==> src/hw/rtl/e2g_pkg.sv <==
// shared types, constants and the cordic angle table for the geodetic converter
package e2g_pkg;

	typedef enum logic [3:0] {
		OP_MXX, OP_MYY, OP_SQP, OP_MZZ, OP_SQH0, OP_LON, OP_DVS, OP_MSS,
		OP_MES, OP_SQW, OP_DVN, OP_MM, OP_MD, OP_MTT, OP_SQH, OP_LAT
	} e2g_op_t;

	typedef struct packed {
		logic    start;
		e2g_op_t op;
		logic    load;
		logic    publish;
	} e2g_cmd_t;

	typedef struct packed {
		logic done;
		logic again;
	} e2g_sts_t;

	localparam logic [31:0] HALF_PI_Q30 = 32'd1686629713;
	localparam logic [32:0] PI_Q30 = 33'd3373259426;
	localparam logic signed [63:0] H_LIMIT = 64'sd8000000000;
	localparam logic signed [63:0] H_START_PREV = -64'sd100000;

	function automatic logic [29:0] atan_q30(input logic [5:0] i);
		logic [29:0] v;
		case (i)
			6'd0: v = 30'd843314857;
			6'd1: v = 30'd497837829;
			6'd2: v = 30'd263043837;
			6'd3: v = 30'd133525159;
			6'd4: v = 30'd67021687;
			6'd5: v = 30'd33543516;
			6'd6: v = 30'd16775851;
			6'd7: v = 30'd8388437;
			6'd8: v = 30'd4194283;
			6'd9: v = 30'd2097149;
			default: v = (i <= 6'd30) ? (30'd1 << (6'd30 - i)) : 30'd0;
		endcase
		return v;
	endfunction

endpackage

==> src/hw/rtl/e2g_ctrl.sv <==
// controller: sequences datapath operations and runs both handshakes
module e2g_ctrl import e2g_pkg::*; (
	input  logic     clk,
	input  logic     arst_n,
	input  logic     in_valid,
	output logic     in_stall,
	output logic     out_valid,
	input  logic     out_stall,
	output e2g_cmd_t cmd,
	input  e2g_sts_t sts
);

	typedef enum logic [1:0] {ST_IDLE, ST_WAIT, ST_CHECK, ST_FIN} st_t;

	st_t     st_q;
	e2g_op_t op_q, nxt;
	logic    start_q, out_valid_q, publish, load;

	always_comb begin
		case (op_q)
			OP_MXX: nxt = OP_MYY;
			OP_MYY: nxt = OP_SQP;
			OP_SQP: nxt = OP_MZZ;
			OP_MZZ: nxt = OP_SQH0;
			OP_SQH0: nxt = OP_LON;
			OP_DVS: nxt = OP_MSS;
			OP_MSS: nxt = OP_MES;
			OP_MES: nxt = OP_SQW;
			OP_SQW: nxt = OP_DVN;
			OP_DVN: nxt = OP_MM;
			OP_MM: nxt = OP_MD;
			OP_MD: nxt = OP_MTT;
			OP_MTT: nxt = OP_SQH;
			default: nxt = OP_LAT;
		endcase
	end

	assign load = in_valid && st_q == ST_IDLE;
	assign publish = st_q == ST_FIN && (!out_valid_q || !out_stall);
	assign in_stall = st_q != ST_IDLE;
	assign out_valid = out_valid_q;
	assign cmd.start = start_q;
	assign cmd.op = op_q;
	assign cmd.load = load;
	assign cmd.publish = publish;

	always_ff @(posedge clk or negedge arst_n) begin
		if (!arst_n) begin
			st_q <= ST_IDLE;
			op_q <= OP_MXX;
			start_q <= 1'b0;
			out_valid_q <= 1'b0;
		end else begin
			start_q <= 1'b0;
			if (publish) begin
				out_valid_q <= 1'b1;
			end else if (!out_stall) begin
				out_valid_q <= 1'b0;
			end
			case (st_q)
				ST_IDLE: begin
					if (in_valid) begin
						op_q <= OP_MXX;
						start_q <= 1'b1;
						st_q <= ST_WAIT;
					end
				end
				ST_WAIT: begin
					if (sts.done) begin
						if (op_q == OP_LON || op_q == OP_SQH) begin
							st_q <= ST_CHECK;
						end else if (op_q == OP_LAT) begin
							st_q <= ST_FIN;
						end else begin
							op_q <= nxt;
							start_q <= 1'b1;
						end
					end
				end
				ST_CHECK: begin
					op_q <= sts.again ? OP_DVS : OP_LAT;
					start_q <= 1'b1;
					st_q <= ST_WAIT;
				end
				ST_FIN: begin
					if (publish) begin
						st_q <= ST_IDLE;
					end
				end
				default: st_q <= ST_IDLE;
			endcase
		end
	end

endmodule

==> config.mk <==
export PLATFORM = sky130hd
export DESIGN_NAME = e2g_ctrl
export DESIGN_NICKNAME = d
export VERILOG_FILES = /design/src/hw/rtl/e2g_pkg.sv /design/src/hw/rtl/e2g_ctrl.sv
export SDC_FILE = /design/constraint.sdc
export NUM_CORES = 1
export LEC_CHECK = 0
export BUFFER_PORTS_ARGS = -buffer_cell sky130_fd_sc_hd__buf_4
export CAP_MARGIN = 0
export CORE_AREA = 2 2 45 47
export DETAILED_ROUTE_END_ITERATION = 12
export DIE_AREA = 0 0 47 49
export SETUP_SLACK_MARGIN = 0.15
export SLEW_MARGIN = 15
export SYNTH_ARGS = -nofsm -noshare
export SYNTH_HDL_FRONTEND = slang
export SYNTH_SLANG_ARGS = --single-unit
==> constraint.sdc <==
create_clock -name clk -period 2.4 [get_ports clk]
set_clock_uncertainty 0.15 [all_clocks]
set_input_delay 0.48 -clock clk [delete_from_list [all_inputs] [get_ports clk]]
set_output_delay 0.48 -clock clk [all_outputs]
set_load 0.05 [all_outputs]
Word level (Yosys, flattened, before mapping)
Memory sizes are Yosys's and may differ from the RTL's.
Index checks and enable logic that the tools add are counted.
Storage, ports and cells
  output and inout bits: 9
  memories kept: 1
  ROM bits: 64
  bits of input ports: 6
  word-level logic and storage cells: 48
  register bits: 8
Operators by class
  equality and inequality tests: 13
  mux-type cells: 19
  reduce and logical (&&, ||, !) cells: 11
Memory list
  (no name shown): depth 16, bits a word 4, rd ports 1, clocked after Yosys merged registers in 0, wr ports 0, RTL line e2g_ctrl.sv:20  | case (op_q)
Operators by type and width (number)
  $mux 4: 5
  $pmux 4 s3: 1
  $mux 2: 5
  $ne 2x2->1 const B: 5
  $eq 4x4->1 const B: 2
  $pmux 2 s4: 1
  $mux 1: 6
  $reduce_and 5->1: 1
  $eq 2x2->1 const B: 2
  $eq 4x3->1 const B: 1
  $reduce_and 4->1: 1
  $ne 3x3->1 const B: 1
  $pmux 1 s3: 1
  $reduce_bool 3->1: 1
  $eq 2x1->1 const B: 1
  $logic_and 1x1->1: 2
  $logic_not 1->1: 2
  $logic_not 2->1: 1
  $logic_or 1x1->1: 2
  $ne 2x1->1 const B: 1
  $reduce_bool 2->1: 1

Depth between registers and ports, before layout
Gate-level depths: netlist of the first run.
  word-level depth: 5
  gate-level depth with buffers: 6
  gate-level depth less buffers: 6

Least setup slack after synthesis of the first run
No wires, ideal clock.
  path kind: reg2reg
  start point: reg op_q[0]
  end point: reg op_q[2]
  buffers on the path: 0
  slack: 0.099 ns
  arrival: 2.026 ns
  setup time: 0.125 ns
  cell stages (with the launch flop): 7
  clock period less this slack: 2.301 ns
  path through: dfrtp_1 -> inv_1 -> ha_1 -> nor3b_4 -> nor2_2 -> a211o_4 -> mux2_4
Between the ends
  word-level cells in the longest chain between the ends: 5
  elaborated cells between the ends (all ways): 12
  classes of those cells: eq/ne (5); mux (4); reduce/logical (2); memory (1)
Ends and longest elaborated chain
  start, declared: RTL line e2g_ctrl.sv:16  | e2g_op_t op_q, nxt;
  start signal, assigned: RTL line e2g_ctrl.sv:75  | op_q <= nxt;
  start signal, assigned: RTL line e2g_ctrl.sv:81  | op_q <= sts.again ? OP_DVS : OP_LAT;
  $mem_v2 16x4
  $mux 4: RTL line e2g_ctrl.sv:72  | end else if (op_q == OP_LAT) begin
  $mux 4: RTL line e2g_ctrl.sv:70  | if (op_q == OP_LON || op_q == OP_SQH) begin
  $mux 4: RTL line e2g_ctrl.sv:69  | if (sts.done) begin
  $pmux 4 s3: RTL line e2g_ctrl.sv:60  | case (st_q)
Several ways; a longest one is shown, not always the timed one. The select of a mux whose other input is x is not followed.
A chain may end at the register's enable or synchronous reset.

==> out/results.ini, run 1 <==
[final_layout]
layout.nets = 100
stdcell_count = 110
num_antenna_cells = 0
syn_to_final_growth_pct = 18.5
final_cell_area_sq_um = 827
layout-drive-gt1-share_pct = 30.1
final_util_pct = 44.9

[critical_path]
crit_path_start = st_q[0]
criticalPathCategory = flip-flop to output pin
r2r_cells = 6
cp.arrival_ns = 1.39
critPathRequiredTime_ns = 1.77
cp-end-kind = output pin
start_kind = flip-flop
crit_path_max_fanout = 6
reg2reg_from = op_q[0]

[logic_synthesis]
postSynthAreaPerCell_sq_um = 10.1
synth_area_sq_um = 698
ys_seq_elements = 8
yosys_warnings = 0
syn-instance-count = 69
synth_edf_count = 0
ys_seq_area_share_pct = 28.7
ys.flop_type = dfrtp_1
syn-num-nets = 85
synthArstFlopShare_pct = 100
synth_cell_type_count = 30

[timing]
worst_pin_slew_ns = 0.340
min_period_ns = 2.02
fin_crit_sh_pct = 84.2
finalHoldViolCount = 0
max-slew-margin-rel_pct = 77.3
max_freq_mhz = 495
rsz0062_at_grt = false
setup_viol = 0
fin_ws_ns = 0.380
setup_tns_ns = 0
maxSlewViolCount = 0

[place]
port_buffers = 14
placed_cell_area_sq_um = 791
gp_congestion = 0.727
pre_cts_ws_ns = 0.405
numPlacedInstances = 105
hpwl_mm = 1.03

[min_path]
min_path_type = primary input to flip-flop
hold_depth = 2
hold_start = out_stall

[outcome]
status = finished clean

[clocking]
clockBufferDepth = 2
clkTransAtPathRegs_ns = 0.06
cts_buffers = 3
cts_resized = 0
insertion_delay_ns = 0.26
post_cts_buffers = 0
root_buffer = clkbuf_4
cts_max_level = 1
cts_tree = yes
holdBufCountCts = 1
numClockSinks = 8

[global_routing]
grt_usage_pct = 14.1
grt_overflow = 0
first_global_vias = 496
grt_pass1_wl_mm = 2.29
antenna_found_initial = 0
grt_max_degree = 12

[detailed_routing]
dr_wl_met2_um = 616
wl_met3_um = 59
ant_nets = 0
wl_met1_um = 677
drt_iter0_drc = 21
highest-signal-layer = met3
drt_pass1_iterations = 4
vias_per_cell = 4.81
wire_per_inst_um = 12.3
vias = 529
routed_wl_mm = 1.35
drc = 0

[power_and_ir_drop]
leakagePower_uw = 0.000397
ir_drop_v = 0.000641
powerDensity_mw_per_mm2 = 1330

[floorplan]
dieArea_sq_mm = 0.00230
core_area_sq_mm = 0.00184
rows = 16
boundaryPins = 15
initial_utilization_pct = 37.9
die_w_um = 47
die-height_um = 49

[job]
cap_violations = 0

[per-stage QoR]
stage	hold slack [ns]	power [uW]
2_1_floorplan	0.0344	862
3_3_place_gp	0.159	982
3_5_place_dp	0.162	985
4_1_cts	0.282	1110
5_1_grt	0.282	1200
6_report	0.290	1100
[power breakdown]
| part | internal, uW | total, uW | switching (uW) |
|---|---|---|---|
| Clock | 64.1 | 118 | 53.6 |
| Combinational | 287 | 717 | 430 |
| Sequential | 189 | 267 | 78.4 |
| Total | 540 | 1100 | 562 |
[registers in the layout, summed over array words and instances, names as in the netlist]
register	cells
op_q	4
st_q	2
out_valid	1
start_q	1
[cell usage in the layout, fill, tap and decap left out, drive strengths merged, types with 3 or more instances in the layout]
master	n
a21oi	3
buf	14
clkbuf	4
dfrtp	8
ha	10
inv	7
mux2i	6
nand2	3
nand3b	3
nor2	4
o21ai	4
[layer usage]
| metal | up-vias | track usage, % |
|---|---|---|
| li1 | 266 | - |
| met1 | 242 | 21.4 |
| met2 | 21 | 17.4 |
| met3 | 0 | 4.44 |
| met4 | 0 | 6.94 |
| met5 | - | 0 |
[cells by family after synthesis]
kind of cell,count (synthesis),share of synthesized area [%]
buffers and inverters,12,10.6
AOI/OAI and AO/OA,17,17.9
adders and majority gates,10,17.9
and+or+nand+nor,14,12.5
muxes,8,12.4
DFF,8,28.7
[final timing paths]
check,to,slack (ns)
max in group asynchronous,op_q[0],1.53
min reg2reg,out_valid,0.38
max,cmd[0],0.38
max reg2reg,op_q[2],0.40
min,out_valid,0.29
min in group asynchronous,start_q,0.43
[critical path, cell delays in order (launching register included)]
cell and delay [ns]:
dfrtp_1 0.41, ha_1 0.29, a21boi_0 0.21, buf_4 0.22
[final cells by class]
type | count | area, sq um
Timing Repair Buffer | 15 | 115
Multi-Input combinational cell | 49 | 424
Tap cell | 27 | 33.8
Sequential cell | 8 | 201
Clock buffer | 4 | 26.3
Inverter | 7 | 26.3
Fill cell | 191 | 1010
[Yosys cell counts, types with 2 or more instances]
library cell  instances  area [sq um]
o21ai_0               3          15.0
nand3b_1              3          22.5
nand2_1               3          11.3
inv_1                 6          22.5
buf_4                 3          22.5
o211ai_1              2          15.0
mux2i_1               6          60.1
a21oi_1               3          15.0
dfrtp_1               8           200
ha_1                 10           125
nor2_1                3          11.3
(Power assumes the default switching activity.)
==> inputs of run 2 (changes only) <==
--- a/config.mk
+++ b/config.mk
@@ -5,6 +5,7 @@
 export SDC_FILE = /design/constraint.sdc
 export NUM_CORES = 1
 export LEC_CHECK = 0
+export ABC_AREA = 1
 export BUFFER_PORTS_ARGS = -buffer_cell sky130_fd_sc_hd__buf_4
 export CAP_MARGIN = 0
 export CORE_AREA = 2 2 45 47
==> constraint.sdc (replaced) <==
create_clock -name clk -period 1.8 [get_ports clk]
set_clock_uncertainty 0.15 [all_clocks]
set_input_delay 0.36 -clock clk [delete_from_list [all_inputs] [get_ports clk]]
set_output_delay 0.36 -clock clk [all_outputs]
set_load 0.05 [all_outputs]
==> run 2 against run 1 <==
Sequential cell count unchanged; critical path type unchanged; largest cell class unchanged; via count increased by 26%; clock power increased by 26%; hold slack got worse by 0.092 ns; sequential share of layout area decreased by 5.2 points; cell count increased by 35%; first-iteration DRC count decreased by 33%; largest power group unchanged; power increased by 86%.
==> out/results.ini, run 2 <==
[logic_synthesis]
yosysTopAreaCellShare_pct = 28.6  ; was 28.7%
synth_area_leaders = dfrtp_1, ha_1, nand2_1  ; was dfrtp_1, ha_1, mux2i_1
yosys.area.top_type = dfrtp_1  ; unchanged
yosys_warnings = 0  ; unchanged
synthArstFlopShare_pct = 100  ; unchanged
syn-num-nets = 111  ; was 85
synth_cell_type_count = 18  ; was 30
synth.most_common_cell = nand2_1  ; was ha_1
synth_commonest_cells = nand2_1, inv_1, nand3_1  ; was ha_1, dfrtp_1, inv_1, mux2i_1
synth_area_sq_um = 699  ; was 698 sq um
ys_seq_area_share_pct = 28.6  ; was 28.7%
ys.flop_type = dfrtp_1  ; unchanged
synth_edf_count = 0  ; unchanged
ys_seq_elements = 8  ; unchanged
syn-instance-count = 95  ; was 69
postSynthAreaPerCell_sq_um = 7.36  ; was 10.1 sq um

[detailed_routing]
vias_per_cell = 4.48  ; was 4.81
drc = 0  ; unchanged
vias = 668  ; was 529
wl_met3_um = 90  ; was 59 um
highest-signal-layer = met4  ; was met3
drt_iter0_drc = 14  ; was 21
wl_met1_um = 737  ; was 677 um
drt_pass1_iterations = 4  ; unchanged
routed_wl_mm = 1.69  ; was 1.35 mm
dr_wl_met2_um = 841  ; was 616 um
wire_per_inst_um = 11.3  ; was 12.3 um
ant_nets = 0  ; unchanged

[global_routing]
grt_pass1_wl_mm = 2.69  ; was 2.29 mm
grt_max_degree = 12  ; unchanged
grt_usage_pct = 16.3  ; was 14.1%
first_global_vias = 644  ; was 496
antenna_found_initial = 0  ; unchanged
grt_overflow = 0  ; unchanged

[min_path]
hold_start = out_stall  ; unchanged
hold_depth = 3  ; was 2
min_to = out_valid  ; unchanged
min_path_type = primary input to flip-flop  ; unchanged

[timing]
rsz0062_at_grt = true  ; was false
worst_pin_slew_ns = 0.379  ; was 0.340 ns
setup_viol = 0  ; unchanged
max-slew-margin-rel_pct = 74.7  ; was 77.3%
fin_crit_sh_pct = 94.0
min_period_ns = 1.69
finalHoldViolCount = 0  ; unchanged
maxSlewViolCount = 0  ; unchanged
setup_tns_ns = 0  ; unchanged
max_freq_mhz = 591

[clocking]
cts_tree = yes  ; unchanged
clkTransAtPathRegs_ns = 0.06  ; about the same
insertion_delay_ns = 0.25  ; was 0.26 ns
root_buffer = clkbuf_4  ; unchanged
clockBufferDepth = 2  ; unchanged
numClockSinks = 8  ; unchanged
cts_buffers = 3  ; unchanged
cts_max_level = 1  ; unchanged

[critical_path]
critPathRequiredTime_ns = 1.29  ; was 1.77 ns
rrSetupSlack_ns = 0.17  ; was 0.40 ns
cp.buffers_inverters = 3  ; was 1
cp_slowest_cell = dfrtp_2  ; was dfrtp_1
reg2reg_to = op_q[3]  ; was op_q[2]
cp-end-kind = output pin  ; unchanged
cp.arrival_ns = 1.18  ; was 1.39 ns
crit_family = flip-flops  ; unchanged
cp_slowest_stage_delay_ns = 0.44  ; was 0.41 ns
criticalPathCategory = flip-flop to output pin  ; unchanged
crit_path_max_fanout = 4  ; was 6
reg2reg_from = st_q[0]  ; was op_q[0]
start_kind = flip-flop  ; unchanged
r2r_cells = 8  ; was 6
path_common_cell = inv_2
critical_path.cell_chain = inv_2, ha_4, nand2_2, inv_2, buf_8  ; was ha_1, a21boi_0, buf_4

[final_layout]
num_antenna_cells = 0  ; unchanged
largest-register = op_q  ; unchanged
largestRegisters = op_q x4, st_q x2  ; unchanged
final_cell_mix = buf_4, nand2_1, nand3_1  ; was buf_4, ha_1, dfrtp_1
layout-drive-gt1-share_pct = 53.3  ; was 30.1%
largest_reg_flops = 4  ; unchanged
layout_commonest_cell = buf_4  ; unchanged
layout.nets = 139  ; was 100
syn_to_final_growth_pct = 53.1  ; was 18.5%
final_util_pct = 58.2  ; was 44.9%

[floorplan]
die-height_um = 49  ; unchanged
rows = 16  ; unchanged
dieArea_sq_mm = 0.00230  ; unchanged
core_area_sq_mm = 0.00184  ; unchanged
die_w_um = 47  ; unchanged
boundaryPins = 15  ; unchanged
initial_utilization_pct = 38.0  ; was 37.9%

[power_and_ir_drop]
ir_drop_v = 0.000986  ; was 0.000641 V
leakagePower_uw = 0.000527  ; was 0.000397 uW
powerDensity_mw_per_mm2 = 1920  ; was 1330 mW/mm^2

[place]
port_buffers = 14  ; unchanged
hpwl_mm = 1.08  ; was 1.03 mm
gp_congestion = 0.796  ; was 0.727

[outcome]
status = finished clean  ; unchanged

[job]
cap_violations = 0  ; unchanged

==> run 2: logic make-up (layout without fill, tap and decap cells) <==
family	Yosys count	after routing	synth area share, %
and+or+nand+nor	43	43	27.7
DFF	8	8	28.6
AOI/OAI and AO/OA	13	13	11.6
buffers and inverters	21	48	14.1
adders and majority gates	10	10	17.9
==> run 2: worst max-delay path by stage <==
stage / start / to / cells past startpoint
3_3_place_gp: st_q[1] / st_q[1] / 8
2_1_floorplan: op_q[0] / op_q[0] / 7
5_1_grt: st_q[1] / cmd[1] / 5
6_report: st_q[0] / cmd[1] / 5
3_5_place_dp: st_q[1] / st_q[1] / 8
4_1_cts: st_q[1] / cmd[1] / 5
==> run 2: layout make-up <==
| type | count | area, sq um |
|---|---|---|
| fillers | 159 | 771 |
| repair buffers | 28 | 228 |
| flip-flops and latches | 8 | 205 |
| clock buffers | 4 | 26.3 |
| multi-input cells | 66 | 518 |
| well taps | 27 | 33.8 |
| inverters | 16 | 60.1 |
==> run 2: metrics by stage <==
step                      worst slack, ns  area, sq um  total power (uW)  hold WS [ns]  cells
final                               0.108         1070              2050         0.198    149
after global routing               0.0450         1070              2230         0.205    149
after CTS                           0.101          968              1850         0.175    145
after detailed placement            0.153          810              1460        0.0365    132
after global placement              0.180          810              1450        0.0366    132
after floorplan                     0.152          702              1220       -0.0856     95
==> run 2: what timing repair did <==
item	CTS	global route
pin swaps	2	5
endpoints found under the hold margin	8	0
resized for setup	17	23
buffers inserted	8	4
endpoints found under the setup margin	6	9
hold buffers	1	0
==> run 2: worst reg2reg max path, delay by kind of cell (launching register included) <==
kind                     cells  cell delay (ns)
flip-flops                   1             0.44
AND/OR/NAND/NOR              2             0.31
buffers and inverters        3             0.27
AO/OA/AOI/OAI                2             0.21
adder cells (fa/ha/maj)      1             0.18
==> run 2: routing by layer <==
metal  track usage, %  up-vias
li1                 -      348
met1             22.4      301
met4             3.70        0
met2             23.5       17
met5                0        -
met3             6.67        2
==> run 2: where the power goes <==
| part | switching [uW] | internal [uW] |
|---|---|---|
| Sequential | 138 | 267 |
| Clock | 63.9 | 85.0 |
| Combinational | 876 | 621 |
| Total | 1080 | 973 |
==> inputs of run 3 (changes only) <==
==> constraint.sdc (replaced) <==
create_clock -name clk -period 1.5 [get_ports clk]
set_clock_uncertainty 0.15 [all_clocks]
set_input_delay 0.3 -clock clk [delete_from_list [all_inputs] [get_ports clk]]
set_output_delay 0.3 -clock clk [all_outputs]
set_load 0.05 [all_outputs]
==> run 3 against run 2 <==
The run now ends with negative setup slack left; sequential share of layout area fell by 1.8 points; combinational power up 39%; sequential power up 22%; clock-buffer cell count is the same; cell count up 2.0%; hold slack worse by 0.065 ns.
==> out/results.ini, run 3 (same netlist as run 2, synthesis figures left out) <==
[floorplan]
initial_utilization_pct = 38.0  ; unchanged
dieArea_sq_mm = 0.00230  ; unchanged
core_area_sq_mm = 0.00184  ; unchanged
rows = 16  ; unchanged
boundaryPins = 15  ; unchanged
die_w_um = 47  ; unchanged
die-height_um = 49  ; unchanged

[min_path]
min_path_type = primary input to flip-flop  ; unchanged
hold_depth = 3  ; unchanged

[timing]
max-slew-margin-rel_pct = 85.9  ; was 74.7%
setup_viol = 10  ; was 0
rsz0062_at_grt = true  ; unchanged
finalHoldViolCount = 0  ; unchanged
worst_pin_slew_ns = 0.209  ; was 0.379 ns
min_period_ns = 1.65
max_freq_mhz = 605
fin_crit_sh_pct = 110
fin_ws_ns = -0.153  ; was 0.108 ns
maxSlewViolCount = 0  ; unchanged

[place]
port_buffers = 14  ; unchanged
hpwl_mm = 1.24  ; was 1.08 mm
pre_cts_ws_ns = -0.0619  ; was 0.153 ns
gp_congestion = 0.842  ; was 0.796

[critical_path]
critPathRequiredTime_ns = 1.05  ; was 1.29 ns
crit_family = flip-flops  ; unchanged
cp.depth = 4  ; was 5
start_kind = flip-flop  ; unchanged
cp-end-kind = output pin  ; unchanged
criticalPathCategory = flip-flop to output pin  ; unchanged
cp.arrival_ns = 1.20  ; was 1.18 ns
critical_path.cell_chain = ha_2, inv_2, a21oi_2, buf_6  ; was inv_2, ha_4, nand2_2, inv_2, buf_8
cp_slowest_cell = dfrtp_2  ; unchanged
crit_path_max_fanout = 4  ; unchanged
cp_slowest_stage_delay_ns = 0.41  ; was 0.44 ns
r2r_cells = 7  ; was 8
cp.buffers_inverters = 2  ; was 3

[final_layout]
largest_reg_flops = 4  ; unchanged
num_antenna_cells = 0  ; unchanged
final_cell_mix = nand2_1, buf_4, buf_6  ; was buf_4, nand2_1, nand3_1
largest-register = op_q  ; unchanged
layout_commonest_cell = nand2_1  ; was buf_4
largestRegisters = op_q x4, st_q x2  ; unchanged
layout.nets = 142  ; was 139
layout-drive-gt1-share_pct = 60.8  ; was 53.3%
syn_to_final_growth_pct = 73.9  ; was 53.1%

[global_routing]
antenna_found_initial = 0  ; unchanged
grt_overflow = 0  ; unchanged
grt_usage_pct = 18.5  ; was 16.3%
first_global_vias = 722  ; was 644
grt_pass1_wl_mm = 3.03  ; was 2.69 mm
grt_max_degree = 11  ; was 12

[job]
cap_violations = 0  ; unchanged

[clocking]
clockBufferDepth = 2  ; unchanged
root_buffer = clkbuf_4  ; unchanged
cts_tree = yes  ; unchanged
cts_max_level = 1  ; unchanged
clkTransAtPathRegs_ns = 0.06  ; about the same
cts_buffers = 3  ; unchanged
numClockSinks = 8  ; unchanged
insertion_delay_ns = 0.27  ; was 0.25 ns

[power_and_ir_drop]
powerDensity_mw_per_mm2 = 2280  ; was 1920 mW/mm^2
ir_drop_v = 0.00123  ; was 0.000986 V
comb_power_share_pct = 75.3  ; was 73.0%
leakagePower_uw = 0.000555  ; was 0.000527 uW
p_seq_share_pct = 17.9  ; was 19.8%
p_int_uw = 1350  ; was 973 uW
switchingPower_uw = 1420  ; was 1080 uW
p_clk_share_pct = 6.9  ; was 7.3%
design_power_total_uw = 2770  ; was 2050 uW
sw_frac_of_total_pct = 51.3  ; was 52.6%

[detailed_routing]
ant_nets = 0  ; unchanged
vias = 711  ; was 668
drt_pass1_iterations = 2  ; was 4
vias_per_cell = 4.68  ; was 4.48
wire_per_inst_um = 11.8  ; was 11.3 um
drt_iter0_drc = 5  ; was 14
routed_wl_mm = 1.79  ; was 1.69 mm
drc = 0  ; unchanged

[outcome]
violations = negative setup slack
status = finished, violations left  ; was finished clean

run 3: changes by cell type in the layout (fill, tap and decap cells not counted), moves of 2 or more:
cell	before	now
nand3_1	9	7
dfrtp_2	4	6
dfrtp_1	4	1
buf_4	24	16
ha_2	4	2
ha_4	3	5
nand3_4	2	4
inv_1	8	6
buf_6	2	11
run 3: worst paths after layout:
kind	start	to	slack, ns
worst min register to register	out_valid	out_valid	0.41
max in group asynchronous	arst_n	out_valid	0.82
min in group asynchronous	arst_n	op_q[0]	0.24
worst min-delay path	out_stall	out_valid	0.13
worst max register to register	st_q[0]	op_q[3]	-0.06
worst max-delay path	st_q[1]	cmd[0]	-0.15
run 3: per-stage QoR:
step	instance area, sq um	TNS [ns]	hold WS, ns	std cells	util [%]
after detailed placement	917	-0.246	-0.0231	137	49.8
after floorplan	779	-0.261	-0.146	95	-
final	1220	-0.727	0.133	152	66.0
after global placement	917	-0.201	-0.0227	137	49.8
after global routing	1220	-1.39	0.150	152	66.0
after CTS	1150	-0.829	0.128	150	62.6
run 3: final cells by class:
| class | instances | area (sq um) |
|---|---|---|
| fillers | 170 | 626 |
| multi-input cells | 66 | 574 |
| repair buffers | 31 | 304 |
| flip-flops and latches | 8 | 211 |
| inverters | 16 | 66.3 |
| well taps | 27 | 33.8 |
| clock buffers | 4 | 26.3 |
run 3: per-layer routing:
layer	vias to the layer above	share of wire, %	track usage [%]
li1	362	-	-
met1	331	42	19.2
met2	14	52	32.4
met3	4	3.3	5.93
met4	0	2.1	7.41
met5	-	0	0
run 3: worst reg2reg max path, cell delays in order, from the launching register on:
cell and delay (ns):
dfrtp_2 0.43, inv_2 0.09, ha_2 0.19, inv_1 0.05, or2_2 0.29, a21oi_2 0.14, nand2_1 0.06, o21ai_1 0.08
run 3: what timing repair did:
| item | CTS | global route |
|---|---|---|
| pin swaps | 11 | 8 |
| hold buffers | 1 | 0 |
| cloned | 0 | 0 |
| setup buffers | 8 | 2 |
| gates resized for setup | 34 | 13 |
| endpoints found under the hold margin | 8 | 0 |
| endpoints found under the setup margin | 14 | 14 |
run 3: power groups by stage:
stage	clock network, uW	logic [uW]	registers [uW]
2_1_floorplan	0	971	619
3_3_place_gp	0	1440	494
3_5_place_dp	0	1440	498
4_1_cts	197	1930	491
5_1_grt	206	2270	511
6_report	191	2090	495
